<file path="src/sv32tlb_pkg.sv">
package sv32tlb_pkg;

	// Table size and the fixed field widths of the request and result items.
	localparam int ENTRIES = 32;
	localparam int IDX_W   = 6;
	localparam int VPN_W   = 20;
	localparam int ASID_W  = 9;
	localparam int PPN_W   = 22;
	localparam int FLAGS_W = 8;
	localparam int CMD_W   = 2;
	localparam int VPN0_W  = 10;

	// Configuration port geometry.
	localparam int ADDR_W = 3;
	localparam int DATA_W = 32;

	// Register indexes, taken from paddr[2].
	localparam logic REG_TRANSLATE = 1'b0;

	// Command codes. Code 3 has no effect on the table.
	localparam logic [CMD_W-1:0] CMD_LOOKUP = 2'd0;
	localparam logic [CMD_W-1:0] CMD_FLUSH  = 2'd1;
	localparam logic [CMD_W-1:0] CMD_REFILL = 2'd2;

	// Request fields broadcast to every cell while a sweep runs.
	typedef struct packed {
		logic [CMD_W-1:0]  cmd;
		logic [VPN_W-1:0]  vpn;
		logic [ASID_W-1:0] asid;
	} req_t;

	// Sweep token handed from cell to cell, one hop per cycle.
	typedef struct packed {
		logic               active;
		logic               found;
		logic               multi;
		logic [IDX_W-1:0]   idx;
		logic [PPN_W-1:0]   ppn;
		logic               mega;
		logic [FLAGS_W-1:0] flags;
		logic               inv_found;
		logic [IDX_W-1:0]   inv_idx;
	} tok_t;

	// Entry write from the refill logic.
	typedef struct packed {
		logic               en;
		logic [IDX_W-1:0]   idx;
		logic [VPN_W-1:0]   vpn;
		logic [ASID_W-1:0]  asid;
		logic [PPN_W-1:0]   ppn;
		logic               mega;
		logic [FLAGS_W-1:0] flags;
		logic               valid;
	} wr_t;

endpackage

</file>
<file path="src/sv32tlb_cell.sv">
module sv32tlb_cell (
	input  logic                           clk,
	input  logic                           arst_n,
	input  logic [sv32tlb_pkg::IDX_W-1:0]  cell_idx,
	input  sv32tlb_pkg::req_t              req,
	input  sv32tlb_pkg::wr_t               wr,
	input  sv32tlb_pkg::tok_t              tok_in,
	output sv32tlb_pkg::tok_t              tok_out
);

	logic                               valid_q;
	logic [sv32tlb_pkg::VPN_W-1:0]      vpn_q;
	logic [sv32tlb_pkg::ASID_W-1:0]     asid_q;
	logic [sv32tlb_pkg::PPN_W-1:0]      ppn_q;
	logic                               mega_q;
	logic [sv32tlb_pkg::FLAGS_W-1:0]    flags_q;
	sv32tlb_pkg::tok_t                  tok_q;
	sv32tlb_pkg::tok_t                  tok_nxt;
	logic                               asid_eq;
	logic                               page_eq;
	logic                               hit_here;
	logic                               flush_here;
	logic                               wr_here;

	// Tag compare: a megapage ignores vpn0.
	assign asid_eq   = (asid_q == req.asid);
	assign page_eq   = (vpn_q[sv32tlb_pkg::VPN_W-1:sv32tlb_pkg::VPN0_W]
			== req.vpn[sv32tlb_pkg::VPN_W-1:sv32tlb_pkg::VPN0_W])
			&& (mega_q || (vpn_q[sv32tlb_pkg::VPN0_W-1:0]
			== req.vpn[sv32tlb_pkg::VPN0_W-1:0]));
	assign hit_here  = valid_q && asid_eq && page_eq;

	// A zero ASID or VPN in a flush acts as a wildcard.
	assign flush_here = tok_in.active && (req.cmd == sv32tlb_pkg::CMD_FLUSH) && valid_q
			&& ((req.asid == '0) || asid_eq) && ((req.vpn == '0) || page_eq);

	assign wr_here = wr.en && (wr.idx == cell_idx);

	// Fold this entry into the passing token.
	always_comb begin
		tok_nxt = tok_in;
		if (tok_in.active && (req.cmd == sv32tlb_pkg::CMD_LOOKUP) && hit_here) begin
			if (tok_in.found) begin
				tok_nxt.multi = 1'b1;
			end else begin
				tok_nxt.found = 1'b1;
				tok_nxt.idx   = cell_idx;
				tok_nxt.ppn   = ppn_q;
				tok_nxt.mega  = mega_q;
				tok_nxt.flags = flags_q;
			end
		end
		if (!valid_q && !tok_in.inv_found) begin
			tok_nxt.inv_found = 1'b1;
			tok_nxt.inv_idx   = cell_idx;
		end
	end

	// Token stage toward the next cell.
	always_ff @(posedge clk or negedge arst_n) begin
		if (!arst_n) begin
			tok_q <= '0;
		end else begin
			tok_q <= tok_nxt;
		end
	end

	// Entry valid bit: refill writes it, a matching flush clears it.
	always_ff @(posedge clk or negedge arst_n) begin
		if (!arst_n) begin
			valid_q <= 1'b0;
		end else if (wr_here) begin
			valid_q <= wr.valid;
		end else if (flush_here) begin
			valid_q <= 1'b0;
		end
	end

	// Entry payload.
	always_ff @(posedge clk) begin
		if (wr_here) begin
			vpn_q   <= wr.vpn;
			asid_q  <= wr.asid;
			ppn_q   <= wr.ppn;
			mega_q  <= wr.mega;
			flags_q <= wr.flags;
		end
	end

	assign tok_out = tok_q;

endmodule

</file>
<file path="src/sv32tlb_table_engine_core.sv">
// Sv32 fully associative TLB built as a chain of entry cells.
// Input channel: in_valid/in_stall with command, vpn, asid, ppn, megapage,
// pte_flags and entry_valid. Output channel: out_valid/out_stall with hit,
// multi_hit, entry_index, ptag, hit_megapage and hit_flags. Every item
// (lookup, flush, refill, or the unused command code) gives one result item.
// An accepted item launches a token that visits one entry cell per cycle,
// so the sweep covers all ENTRIES cells. At the end of the sweep the result
// is captured in a holding register and then moves to the output register.
// The next item can be accepted once the result has moved into the output
// register; no new item is taken while the last one is in flight. While
// the receiver stalls, the result holds on the output and a finished sweep
// waits in the holding register; in_stall stays high until that holding
// register drains. translate_enable lives at APB byte address 0 and must
// be written by the user only while the block is idle; the block does not
// enforce this. Reset clears every entry valid bit, the victim pointer,
// translate_enable and all handshake state; no clearing pass is needed.
module sv32_tlb_table_engine_core (
	input  logic                                clk,
	input  logic                                arst_n,
	// APB configuration port
	input  logic                                psel,
	input  logic                                penable,
	input  logic                                pwrite,
	input  logic [sv32tlb_pkg::ADDR_W-1:0]      paddr,
	input  logic [sv32tlb_pkg::DATA_W-1:0]      pwdata,
	output logic [sv32tlb_pkg::DATA_W-1:0]      prdata,
	output logic                                pready,
	// Request channel
	input  logic                                in_valid,
	output logic                                in_stall,
	input  logic [sv32tlb_pkg::CMD_W-1:0]       command,
	input  logic [sv32tlb_pkg::VPN_W-1:0]       vpn,
	input  logic [sv32tlb_pkg::ASID_W-1:0]      asid,
	input  logic [sv32tlb_pkg::PPN_W-1:0]       ppn,
	input  logic                                megapage,
	input  logic [sv32tlb_pkg::FLAGS_W-1:0]     pte_flags,
	input  logic                                entry_valid,
	// Result channel
	output logic                                out_valid,
	input  logic                                out_stall,
	output logic                                hit,
	output logic                                multi_hit,
	output logic [sv32tlb_pkg::IDX_W-1:0]       entry_index,
	output logic [sv32tlb_pkg::PPN_W-1:0]       ptag,
	output logic                                hit_megapage,
	output logic [sv32tlb_pkg::FLAGS_W-1:0]     hit_flags
);

	logic                                translate_q;
	logic                                busy_q;
	logic                                start_q;
	logic                                pend_valid_q;
	logic                                out_valid_q;
	sv32tlb_pkg::req_t                   req_q;
	logic [sv32tlb_pkg::PPN_W-1:0]       req_ppn_q;
	logic                                req_mega_q;
	logic [sv32tlb_pkg::FLAGS_W-1:0]     req_flags_q;
	logic                                req_evalid_q;
	logic [sv32tlb_pkg::IDX_W-1:0]       victim_q;
	sv32tlb_pkg::tok_t                   tok [sv32tlb_pkg::ENTRIES+1];
	sv32tlb_pkg::tok_t                   tok_last;
	sv32tlb_pkg::wr_t                    wr;
	logic [sv32tlb_pkg::ENTRIES:0]       tok_active;
	logic                                in_accept;
	logic                                cfg_write;
	logic                                sweep_done;
	logic                                pend_move;
	logic [sv32tlb_pkg::IDX_W-1:0]       refill_idx;

	// Result fields of the holding and output registers.
	logic                                res_hit,   pend_hit_q,   out_hit_q;
	logic                                res_multi, pend_multi_q, out_multi_q;
	logic [sv32tlb_pkg::IDX_W-1:0]       res_idx,   pend_idx_q,   out_idx_q;
	logic [sv32tlb_pkg::PPN_W-1:0]       res_ptag,  pend_ptag_q,  out_ptag_q;
	logic                                res_mega,  pend_mega_q,  out_mega_q;
	logic [sv32tlb_pkg::FLAGS_W-1:0]     res_flags, pend_flags_q, out_flags_q;

	// Configuration port.
	assign pready    = 1'b1;
	assign cfg_write = psel && penable && pwrite && pready;

	always_ff @(posedge clk or negedge arst_n) begin
		if (!arst_n) begin
			translate_q <= 1'b0;
		end else if (cfg_write && (paddr[2] == sv32tlb_pkg::REG_TRANSLATE)) begin
			translate_q <= pwdata[0];
		end
	end

	always_comb begin
		prdata = '0;
		unique case (paddr[2])
			sv32tlb_pkg::REG_TRANSLATE: prdata[0] = translate_q;
			default:                    prdata    = '0;
		endcase
	end

	// Request capture. One item is in the block at a time.
	assign in_stall  = busy_q;
	assign in_accept = in_valid && !in_stall;

	always_ff @(posedge clk) begin
		if (in_accept) begin
			req_q.cmd    <= command;
			req_q.vpn    <= vpn;
			req_q.asid   <= asid;
			req_ppn_q    <= ppn;
			req_mega_q   <= megapage;
			req_flags_q  <= pte_flags;
			req_evalid_q <= entry_valid;
		end
	end

	// Token launch into the first cell.
	always_comb begin
		tok[0]        = '0;
		tok[0].active = start_q;
	end

	// The chain of entry cells.
	for (genvar i = 0; i < sv32tlb_pkg::ENTRIES; i++) begin : g_cell
		sv32tlb_cell u_cell (
			.clk      (clk),
			.arst_n   (arst_n),
			.cell_idx (sv32tlb_pkg::IDX_W'(i)),
			.req      (req_q),
			.wr       (wr),
			.tok_in   (tok[i]),
			.tok_out  (tok[i+1])
		);
	end

	for (genvar i = 0; i <= sv32tlb_pkg::ENTRIES; i++) begin : g_act
		assign tok_active[i] = tok[i].active;
	end

	assign tok_last   = tok[sv32tlb_pkg::ENTRIES];
	assign sweep_done = tok_last.active;

	// Refill goes to the first invalid entry, else to the victim pointer.
	assign refill_idx = tok_last.inv_found ? tok_last.inv_idx : victim_q;

	always_comb begin
		wr       = '0;
		wr.en    = sweep_done && (req_q.cmd == sv32tlb_pkg::CMD_REFILL);
		wr.idx   = refill_idx;
		wr.vpn   = req_q.vpn;
		wr.asid  = req_q.asid;
		wr.ppn   = req_ppn_q;
		wr.mega  = req_mega_q;
		wr.flags = req_flags_q;
		wr.valid = req_evalid_q;
	end

	always_ff @(posedge clk or negedge arst_n) begin
		if (!arst_n) begin
			victim_q <= '0;
		end else if (wr.en) begin
			victim_q <= (refill_idx == sv32tlb_pkg::IDX_W'(sv32tlb_pkg::ENTRIES - 1))
					? '0 : refill_idx + 1'b1;
		end
	end

	// Result assembly at the end of the sweep.
	always_comb begin
		res_hit   = 1'b0;
		res_multi = 1'b0;
		res_idx   = '0;
		res_ptag  = '0;
		res_mega  = 1'b0;
		res_flags = '0;
		case (req_q.cmd)
			sv32tlb_pkg::CMD_LOOKUP: begin
				if (!translate_q) begin
					res_hit  = 1'b1;
					res_ptag = sv32tlb_pkg::PPN_W'(req_q.vpn);
				end else begin
					res_hit   = tok_last.found;
					res_multi = tok_last.multi;
					res_idx   = tok_last.idx;
					res_mega  = tok_last.mega;
					res_flags = tok_last.flags;
					res_ptag  = tok_last.mega
							? {tok_last.ppn[sv32tlb_pkg::PPN_W-1:sv32tlb_pkg::VPN0_W],
							   req_q.vpn[sv32tlb_pkg::VPN0_W-1:0]}
							: tok_last.ppn;
				end
			end
			sv32tlb_pkg::CMD_REFILL: begin
				res_idx = refill_idx;
			end
			default: begin
				res_hit = 1'b0;
			end
		endcase
	end

	// Control: busy from accept until the result leaves the holding register.
	assign pend_move = pend_valid_q && (!out_valid_q || !out_stall);

	always_ff @(posedge clk or negedge arst_n) begin
		if (!arst_n) begin
			busy_q       <= 1'b0;
			start_q      <= 1'b0;
			pend_valid_q <= 1'b0;
			out_valid_q  <= 1'b0;
		end else begin
			start_q <= in_accept;
			if (in_accept) begin
				busy_q <= 1'b1;
			end else if (pend_move) begin
				busy_q <= 1'b0;
			end
			if (sweep_done) begin
				pend_valid_q <= 1'b1;
			end else if (pend_move) begin
				pend_valid_q <= 1'b0;
			end
			if (pend_move) begin
				out_valid_q <= 1'b1;
			end else if (!out_stall) begin
				out_valid_q <= 1'b0;
			end
		end
	end

	// Holding and output payload registers.
	always_ff @(posedge clk) begin
		if (sweep_done) begin
			pend_hit_q   <= res_hit;
			pend_multi_q <= res_multi;
			pend_idx_q   <= res_idx;
			pend_ptag_q  <= res_ptag;
			pend_mega_q  <= res_mega;
			pend_flags_q <= res_flags;
		end
		if (pend_move) begin
			out_hit_q   <= pend_hit_q;
			out_multi_q <= pend_multi_q;
			out_idx_q   <= pend_idx_q;
			out_ptag_q  <= pend_ptag_q;
			out_mega_q  <= pend_mega_q;
			out_flags_q <= pend_flags_q;
		end
	end

	assign out_valid    = out_valid_q;
	assign hit          = out_hit_q;
	assign multi_hit    = out_multi_q;
	assign entry_index  = out_idx_q;
	assign ptag         = out_ptag_q;
	assign hit_megapage = out_mega_q;
	assign hit_flags    = out_flags_q;

	// At most one token travels the chain at any time.
	assert property (@(posedge clk) disable iff (!arst_n)
		$onehot0(tok_active))
		else $error("more than one sweep token in the cell chain");

	// A token in the chain always belongs to an accepted item.
	assert property (@(posedge clk) disable iff (!arst_n)
		(tok_active != '0) |-> busy_q)
		else $error("sweep token present while block is idle");

	// A waiting result always belongs to an accepted item.
	assert property (@(posedge clk) disable iff (!arst_n)
		pend_valid_q |-> busy_q && !start_q)
		else $error("holding register full outside a sweep");

	// An accepted item launches a token on the next cycle.
	assert property (@(posedge clk) disable iff (!arst_n)
		in_accept |=> start_q && !pend_valid_q)
		else $error("accepted item did not start a sweep");

endmodule
</file>
<file path="config.mk">
export PLATFORM = sky130hd
export DESIGN_NAME = sv32_tlb_table_engine_core
export DESIGN_NICKNAME = d
export VERILOG_FILES = /design/src/sv32tlb_pkg.sv /design/src/sv32tlb_cell.sv /design/src/sv32tlb_table_engine_core.sv
export SDC_FILE = /design/constraint.sdc
export NUM_CORES = 2
export LEC_CHECK = 0
export BUFFER_PORTS_ARGS = -buffer_cell sky130_fd_sc_hd__buf_2
export CORE_MARGIN = 2
export CORE_UTILIZATION = 45
export DETAILED_ROUTE_END_ITERATION = 10
export PLACE_DENSITY_LB_ADDON = 0.15
export SLEW_MARGIN = 15
export SYNTH_ARGS = -nofsm -noshare
export SYNTH_HDL_FRONTEND = slang
export SYNTH_SLANG_ARGS = --single-unit
export TNS_END_PERCENT = 5
</file>
<file path="constraint.sdc">
create_clock -name clk -period 13.1 [get_ports clk]
set_input_delay 1.965 -clock clk [delete_from_list [all_inputs] [get_ports clk]]
set_output_delay 1.965 -clock clk [all_outputs]
set_load 0.01 [all_outputs]
</file>
==> run_results.csv <==
group,metric,value,unit
sta,hold_ws,401,ps
sta,period_minus_slack,4260,ps
floorplanning,dieArea,284000,um^2
detailed_routing,wl_per_cell,19.8,um
sta,finalSetupViolations,0,
setup_path,cp_max_fo,2,
sta,fin_worst_skew,62.2,ps
setup_path,path_cells,"buf_2 -> nor2b_1 -> buf_2",
clocking,clock_latency,880,ps
sta,rsz0062_at_grt,"no",
setup_path,crit_arrival,2300,ps
sta,fmax,0.235,GHz
yosys,synth_top_area_cell,"edfxtp_1",
yosys,synthTopCellsByCount,"edfxtp_1 (2061), dfrtp_1 (1420), mux2_2 (909), xnor2_1 (519), xor2_1 (412)",
yosys,synthTopCellsByArea,"edfxtp_1 (49%), dfrtp_1 (28%), mux2_2 (8.1%)",
power_and_ir_drop,p_per_area,151,nW/um^2
setup_path,required,11140,ps
global_routing,gr-total-overflow,0,
sta,drv_slew,0,
detailed_routing,postRouteAntennaNets,0,
clocking,cts.path.max_buffers,4,
layout,postLayoutCoreUtil,0.513,
power_and_ir_drop,cellLeakagePower,57.7,nW
setup_path,startpoint_type,"input pin",
layout,n_fill_cell,22400,
detailed_routing,viasPerCell,4.93,
floorplanning,fp.dieW,533,um
global_routing,grt_pass1_vias,59600,
floorplanning,die_h,533,um
layout,drive_gt1_frac,0.260,
clocking,htreeDepth,5,
detailed_routing,post-route-drc-count,0,
clocking,cts_sinks,3481,
yosys,synth_seq_cells,3481,
floorplanning,core-area,279000,um^2
worst_hold_path,min_path_type,"reg2reg",
sta,tns,0,ps
yosys,async_flop_share,0.408,
detailed_routing,via_count,55500,
setup_path,max_stage_delay,130,ps
clocking,postCtsSetupBuffers,0,
job,cap_violations,0,
yosys,ys.flop_type,"edfxtp_1",
yosys,yosysUniqueCellTypes,57,
clocking,cts_buffers,357,
clocking,cts_root_buf,"clkbuf_16",
yosys,synth_cells,6863,
place,hpwl,132000,um
place,port_buffers,113,
floorplanning,start_util,0.451,
detailed_routing,wl,223000,um
floorplanning,core.rowCount,194,
layout,regArea,97400,um^2
setup_path,critPathSlowestCell,"buf_2",
yosys,synth_area_per_cell,18.3,um^2
yosys,synth_area,126000,um^2
global_routing,grt_pass1_wl,355000,um
global_routing,grt_max_degree,157,
clocking,hold_buffers,0,
floorplanning,io-pin-count,179,
sta,relSlewSlack,0.153,
clocking,clk_pin_slew,60,ps
place,gp_congestion,0.768,
yosys,synth_top_area_share,0.492,
clocking,cts_resized,0,
yosys,yosys_warnings,0,
run_status,status,"complete, no violations",
sta,worst_pin_slew,1270,ps
detailed_routing,dr.pass1.iters,7,
global_routing,grt.total_usage,0.159,
yosys,ys_seq_area_frac,0.774,
setup_path,endpoint_kind,"primary output",
setup_path,path_common_cell,"buf_2",
setup_path,path_class,"in2out",
detailed_routing,drtIter0Drc,2897,
yosys,synth_edf_count,2061,
clocking,cts_tree,"done",
power_and_ir_drop,peakVddDrop,96.9,uV
layout,syn_to_final_growth,13.7,%
layout,nNetsFinal,7342,
layout,multi_input_area,27200,um^2
power_and_ir_drop,finalPower,0.0217,W
yosys,yosysMostFrequentCell,"edfxtp_1",
sta,finalCritPeriodShare,0.326,
global_routing,antenna_found_initial,3,
sta,hold_viol,0,
-- final cells by class --
cell class                      count  area share
Clock inverter                    121     0.00835
Inverter                            6    0.000157
Clock buffer                      533      0.0736
Tap cell                         3724      0.0325
Timing Repair Buffer              283      0.0146
Antenna cell                        4   0.0000699
Sequential cell                  3481       0.680
Multi-Input combinational cell   3104       0.190
-- stage by stage --
stage          area, um^2  std cells  worst slack [ps]
2_1_floorplan      126000       6893              7710
3_3_place_gp       131000      10600              8100
3_5_place_dp       131000      10600              7990
4_1_cts            143000      11300              8830
5_1_grt            143000      11300              8540
6_report           143000      11300              8840
-- kinds of logic after synthesis --
family / Yosys count / synth area share
adders and majority gates: 4 / 0.000398
AOI/OAI and AO/OA: 223 / 0.0136
xor gates and xnor gates: 931 / 0.0648
other: 2 / 0.0000596
and+or+nand+nor: 906 / 0.0419
muxes: 1008 / 0.0909
DFF: 3481 / 0.774
buffers and inverters: 308 / 0.0146
-- path summary, 6_finish.rpt --
check	to	slack, ps	from	cells after the start
worst max-delay path	prdata[0]	8840	paddr[2]	3
worst min register to register	g_cell[2].u_cell.tok_out[46]	400	g_cell[1].u_cell.tok_out[46]	0
worst max register to register	g_cell[30].u_cell.tok_out[24]	8970	req_q[30]	6
min in group asynchronous	g_cell[30].u_cell.tok_out[36]	1110	arst_n	1
worst min-delay path	g_cell[2].u_cell.tok_out[46]	400	g_cell[1].u_cell.tok_out[46]	0
max in group asynchronous	g_cell[22].u_cell.tok_out[4]	9060	arst_n	4
-- routing by layer --
layer,track usage,wire length [um],vias up
li1,-,-,25700
met1,0.214,101000,28600
met2,0.266,109000,836
met3,0.0240,7460,397
met4,0.0485,6400,0
met5,0,0,-
-- placed cells by master (no fill, tap or decap), types with 78 or more instances in the layout --
| master | count |
|---|---|
| edfxtp_1 | 2061 |
| dfrtp_1 | 1419 |
| mux2_2 | 909 |
| xnor2_1 | 519 |
| xor2_1 | 412 |
| clkbuf_16 | 368 |
| buf_4 | 153 |
| nor4_1 | 133 |
| buf_2 | 112 |
| nand2b_1 | 104 |
| clkbuf_1 | 94 |
| nand3_1 | 93 |
| nor2_1 | 85 |
| or2_2 | 81 |
| and2_1 | 78 |
-- registers in the layout, indices dropped and copies added (netlist names), 22 cells and up --
signal	flops
g_cell.u_cell.flags_q	256
g_cell.u_cell.asid_q	288
g_cell.u_cell.mega_q	32
g_cell.u_cell.ppn_q	704
ptag	22
g_cell.u_cell.tok_out	1377
pend_ptag_q	22
req_q	31
req_ppn_q	22
g_cell.u_cell.valid_q	32
g_cell.u_cell.vpn_q	640
-- where the power goes --
part,leakage (nW),total [W],switching [W],internal [W]
combinational,13.6,0.000131,0.000109,0.0000216
sequential,38.2,0.0115,0.00000155,0.0115
clock,5.81,0.00998,0.00403,0.00596
-- critical path, delay by kind of cell --
kind / cells / cell delay, ps
buffers and inverters: 2 / 230
and+or+nand+nor: 1 / 100
(Power assumes the default switching activity.)
